<file path="config.mk">
export PLATFORM = sky130hd
export DESIGN_NAME = fac_front
export DESIGN_NICKNAME = d
export VERILOG_FILES = /design/src/sv/fac_pkg.sv /design/src/sv/fac_front.sv
export SDC_FILE = /design/constraint.sdc
export NUM_CORES = 2
export LEC_CHECK = 0
export BUFFER_PORTS_ARGS = -buffer_cell sky130_fd_sc_hd__buf_2
export CAP_MARGIN = 10
export CELL_PAD_IN_SITES_DETAIL_PLACEMENT = 1
export CELL_PAD_IN_SITES_GLOBAL_PLACEMENT = 2
export CORE_AREA = 10 10 500 502
export DETAILED_ROUTE_END_ITERATION = 10
export DIE_AREA = 0 0 510 512
export PLACE_DENSITY = 0.65
export SYNTH_ARGS = -nofsm -noshare
export SYNTH_HDL_FRONTEND = slang
export SYNTH_SLANG_ARGS = --single-unit
export TNS_END_PERCENT = 30
</file>
<file path="constraint.sdc">
create_clock -name clk -period 32.2 [get_ports clk]
set_input_delay 3.22 -clock clk [delete_from_list [all_inputs] [get_ports clk]]
set_output_delay 3.22 -clock clk [all_outputs]
set_load 0.01 [all_outputs]
</file>
<file path="src/sv/fac_pkg.sv">
// fac_pkg: shared types and constants for the frustum box cull unit
// no dependencies
`timescale 1ns / 1ps
package fac_pkg;
    localparam int FRAC_BITS_DEF = 16;
    localparam int NUM_PLANES    = 6;
    localparam int COEF_W        = 33;
    localparam int COORD_W       = 32;
    localparam int PROD_W        = COEF_W + COORD_W;
    localparam int QUEUE_DEPTH   = 2;

    typedef enum logic
    {
        ACT_LOAD = 1'b0,
        ACT_TEST = 1'b1
    } action_t;

    // one job, load or test, handed from front to back
    typedef struct packed
    {
        logic                        is_test;
        logic signed [COORD_W-1:0]   min_x;
        logic signed [COORD_W-1:0]   min_y;
        logic signed [COORD_W-1:0]   min_z;
        logic signed [COORD_W-1:0]   max_x;
        logic signed [COORD_W-1:0]   max_y;
        logic signed [COORD_W-1:0]   max_z;
    } job_t;
endpackage

</file>
<file path="src/sv/fac_front.sv">
// fac_front: accepts items, applies matrix column loads to the plane store
// and queues every item for the back end; depends on fac_pkg
`timescale 1ns / 1ps
module fac_front
    import fac_pkg::*;
(
    input  logic                      clk,
    input  logic                      rst_n,
    input  logic                      push,
    output logic                      full,
    input  logic                      action,
    input  logic [1:0]                column_index,
    input  logic signed [COORD_W-1:0] matrix_row_x,
    input  logic signed [COORD_W-1:0] matrix_row_y,
    input  logic signed [COORD_W-1:0] matrix_row_z,
    input  logic signed [COORD_W-1:0] matrix_row_w,
    input  logic signed [COORD_W-1:0] box_min_x,
    input  logic signed [COORD_W-1:0] box_min_y,
    input  logic signed [COORD_W-1:0] box_min_z,
    input  logic signed [COORD_W-1:0] box_max_x,
    input  logic signed [COORD_W-1:0] box_max_y,
    input  logic signed [COORD_W-1:0] box_max_z,
    input  logic                      back_busy,
    output logic signed [COEF_W-1:0]  coeffs [NUM_PLANES*4],
    output logic                      q_valid,
    output job_t                      q_job,
    input  logic                      q_take
);
    logic signed [COEF_W-1:0] coef_reg [NUM_PLANES*4];
    job_t                     q_mem [QUEUE_DEPTH];
    logic                     wp_reg, rp_reg;
    logic [1:0]               cnt_reg;
    logic                     accept;
    logic signed [COEF_W-1:0] w_e, x_e, y_e, z_e;

    // loads must not change planes under a pending test, so stall while work is queued or the back end is busy
    assign full    = (cnt_reg != 2'd0) || back_busy;
    assign accept  = push && !full;
    assign q_valid = (cnt_reg != 2'd0);
    assign q_job   = q_mem[rp_reg];
    assign coeffs  = coef_reg;

    assign w_e = COEF_W'(matrix_row_w);
    assign x_e = COEF_W'(matrix_row_x);
    assign y_e = COEF_W'(matrix_row_y);
    assign z_e = COEF_W'(matrix_row_z);

    always_ff @(posedge clk or negedge rst_n)
    begin
        if (!rst_n)
        begin
            for (int i = 0; i < NUM_PLANES*4; i++)
            begin
                coef_reg[i] <= '0;
            end
            wp_reg  <= 1'b0;
            rp_reg  <= 1'b0;
            cnt_reg <= 2'd0;
        end
        else
        begin
            if (accept)
            begin
                q_mem[wp_reg] <= '{is_test: (action == ACT_TEST),
                                   min_x: box_min_x, min_y: box_min_y,
                                   min_z: box_min_z, max_x: box_max_x,
                                   max_y: box_max_y, max_z: box_max_z};
                wp_reg <= ~wp_reg;
                if (action == ACT_LOAD)
                begin
                    coef_reg[0*4 + column_index] <= w_e + x_e;
                    coef_reg[1*4 + column_index] <= w_e - x_e;
                    coef_reg[2*4 + column_index] <= w_e + y_e;
                    coef_reg[3*4 + column_index] <= w_e - y_e;
                    coef_reg[4*4 + column_index] <= w_e + z_e;
                    coef_reg[5*4 + column_index] <= w_e - z_e;
                end
            end
            if (q_take)
            begin
                rp_reg <= ~rp_reg;
            end
            cnt_reg <= cnt_reg + 2'(accept) - 2'(q_take);
        end
    end
endmodule

</file>
==> flow_summary_export.csv <==
group,metric,value,unit
synthesis,postSynthAreaPerCell,10.8,um2
global_route,grt_max_degree,145,
routing,first_pass_iters,5,
synthesis,synth_async_sr_flop_share,67.1,%
clock_network,ctsHoldBuffers,0,
critical_path,crit_arrival,3.96,ns
critical_path,crit_path_end_kind,"output port",
critical_path,reg2reg_to,"q_mem[0][172]",
floorplan,initial_core_util,22.3,%
placed_design,pre_cts_ws,24.61,ns
clock_network,insertion_delay,0.85,ns
synthesis,syn_inst,4944,
critical_path,crit_family,"simple AND/OR/NAND/NOR gates",
critical_path,crit_path_top_delay_cell,"nor2_1",
floorplan,row_count,180,
critical_path,cp.required,28.98,ns
clock_network,clock_sinks,1174,
hold_path,min_path_cells,2,
cells_and_area,final_nets,6724,
global_route,grt_pass1_wl,389000,um
hold_path,whs_endpoint,"coeffs[409]",
floorplan,dieArea,261000,um2
clock_network,htreeDepth,4,
pwr,ir_drop,53.3,uV
synthesis,yosysWarnings,0,
cells_and_area,fillers,27352,
critical_path,crit_chain,"buf_2, nor2_1, inv_1, buf_2",
cells_and_area,final_area,68800,um2
clock_network,cts_root_buffer,"clkbuf_16",
synthesis,yosysUniqueCellTypes,86,
critical_path,crit_type,"input pin to output port",
floorplan,die_w,510,um
placed_design,place_area,63800,um2
critical_path,startpoint_type,"input pin",
floorplan,core-area,240000,um2
routing,dr.first_iter.drc_count,3293,
critical_path,cpPeakStageDelay,0.38,ns
routing,ant_nets,0,
timing,slew_headroom,10.9,%
floorplan,die_y,512,um
timing,fin_worst_skew,0.0964,ns
critical_path,cpMostUsedCell,"buf_2",
clock_network,cts_buffers,141,
status,status,"finished clean",
timing,hold_viol_final,0,
critical_path,r2r_setup_slack,27.40,ns
cells_and_area,area_growth,28.6,%
clock_network,cts_resized,0,
cells_and_area,fin_util,28.7,%
flow_run,max_cap_viol_count,0,
routing,wl,289000,um
cells_and_area,largest_reg_flops,784,
clock_network,cts_tree,"built",
hold_path,min_path_type,"register to register",
hold_path,worstHoldStart,"coeffs[409]",
pwr,power_density,90.4,nW/um2
timing,setup_tns,0,ns
critical_path,path_max_fanout,3,
global_route,gr-total-overflow,0,
timing,slew_violations,0,
cells_and_area,layout_common_cells,"1313 x buf_2, 1133 x nand2_1, 787 x dfrtp_1, 469 x o21ai_0, 386 x edfxtp_1",
clock_network,clk_path_buf_depth,3,
routing,num_vias,43982,
synthesis,synth-edff-count,386,
routing,wire_per_inst,30.3,um
timing,hold_slack,0.472,ns
clock_network,cts.clk_slew.worst_paths,0.06,ns
timing,fin_crit,7.18,ns
synthesis,synth_seq_area_share,58.5,%
clock_network,post_cts_buffers,0,
critical_path,path_buf_inv,3,
global_route,grt_util_all_layers,21.1,%
critical_path,cp_num_cells,4,
routing,viasPerCell,4.61,
placed_design,portBuffers,1314,
timing,setup_violations,0,
synthesis,yosys_register_bits,1174,
placed_design,gp_congestion,0.878,
cells_and_area,layout_commonest_cell,"buf_2",
timing,fin_crit_sh,22.3,%
timing,tightest_slew,1.34,ns
floorplan,ios,1315,
critical_path,ff2ff_path_depth,7,
cells_and_area,drive_above_1_share,31.4,%
routing,drc,0,
global_route,grt_pass1_vias,45422,
pwr,p_leak,0.0326,uW
timing,rsz0062_at_grt,"no",
synthesis,ys.flop_type,"dfrtp_1",
timing,fin_ws,25.02,ns
timing,max_clock_freq,139,MHz
synthesis,synth.net_count,5471,
global_route,grt_antenna_before_repair,174,
synthesis,synth_area,53500,um2
placed_design,detailed_place_hpwl,231000,um
critical_path,r2r-start,"cnt_reg[0]",
## cells in the mapped netlist (all sizes together) (15+ instances only)
cell type / count / area share [%]
edfxtp: 386 / 22
clkbuf: 245 / 1.7
ha: 193 / 4.5
dfrtp: 788 / 37
nor2: 205 / 1.4
mux2i: 34 / 0.64
nand4: 15 / 0.18
nand2: 1134 / 8.0
buf: 37 / 0.36
xor2: 23 / 0.38
nor3: 67 / 0.64
o31ai: 31 / 0.44
a21oi: 215 / 2.0
a21o: 37 / 0.52
o21a: 15 / 0.21
a211oi: 17 / 0.24
nand2b: 29 / 0.34
xnor2: 130 / 2.1
o211ai: 21 / 0.29
nand3: 48 / 0.45
o21ai: 472 / 4.4
a31oi: 25 / 0.29
nor4: 18 / 0.22
o21bai: 45 / 0.63
nor2b: 29 / 0.34
mux2: 330 / 7.0
inv: 179 / 1.3
## worst max-delay path by stage
stage / startpoint / end / slack [ns]
3_3_place_gp: matrix_row_w[1] / coeffs[59] / 24.69
5_1_grt: back_busy / full / 25.00
4_1_cts: back_busy / full / 25.09
2_1_floorplan: back_busy / q_mem[0][0] / 13.65
3_5_place_dp: matrix_row_w[1] / coeffs[321] / 24.61
6_report: back_busy / full / 25.02
## routing by layer
layer  routed length (um)  vias up  global-route usage [%]
li1                     -    19532                       -
met2               142000     1605                    36.5
met1               109000    22309                    23.8
met3                25500      442                    7.29
met5                  604        -                       0
met4                12200       94                    8.36
## worst register-to-register path, stage by stage, from the launching register on
cell     delay (ns)
dfrtp_1        0.40
or2_2          0.34
nor2_1         0.39
nand2_1        0.45
nor3b_2        0.31
buf_4          0.74
buf_4          0.79
buf_4          0.84
## stage by stage
stage,cells,power [uW]
2_1_floorplan,4944,3250
3_3_place_gp,9238,4560
3_5_place_dp,9239,4600
4_1_cts,9494,6320
5_1_grt,9513,6560
6_report,9544,6220
## final cells by class
type | instances | area [um2] | share of cell area (%)
Antenna cell | 50 | 125 | 0.182
Sequential cell | 1174 | 31300 | 45.5
Tap cell | 3185 | 3990 | 5.79
Clock inverter | 52 | 900 | 1.31
Timing Repair Buffer | 1392 | 7230 | 10.5
Multi-Input combinational cell | 3307 | 20500 | 29.9
Inverter | 181 | 679 | 0.988
Clock buffer | 203 | 4000 | 5.82
## logic make-up (layout without fill, tap and decap cells)
logic type,after synthesis,in the layout,synth area share [%]
and+or+nand+nor,1624,1624,12.6
DFF,1174,1174,58.5
AOI/OAI and AO/OA,967,967,10.6
buffers and inverters,463,1828,3.35
muxes,364,364,7.61
adders and majority gates,199,199,4.74
xor gates and xnor gates,153,153,2.51
other,0,50,0
## power by group
part | internal [uW] | switching [uW]
logic | 763 | 1460
registers | 2030 | 283
clock network | 970 | 714
No activity file was read; power rests on OpenSTA's default activity.
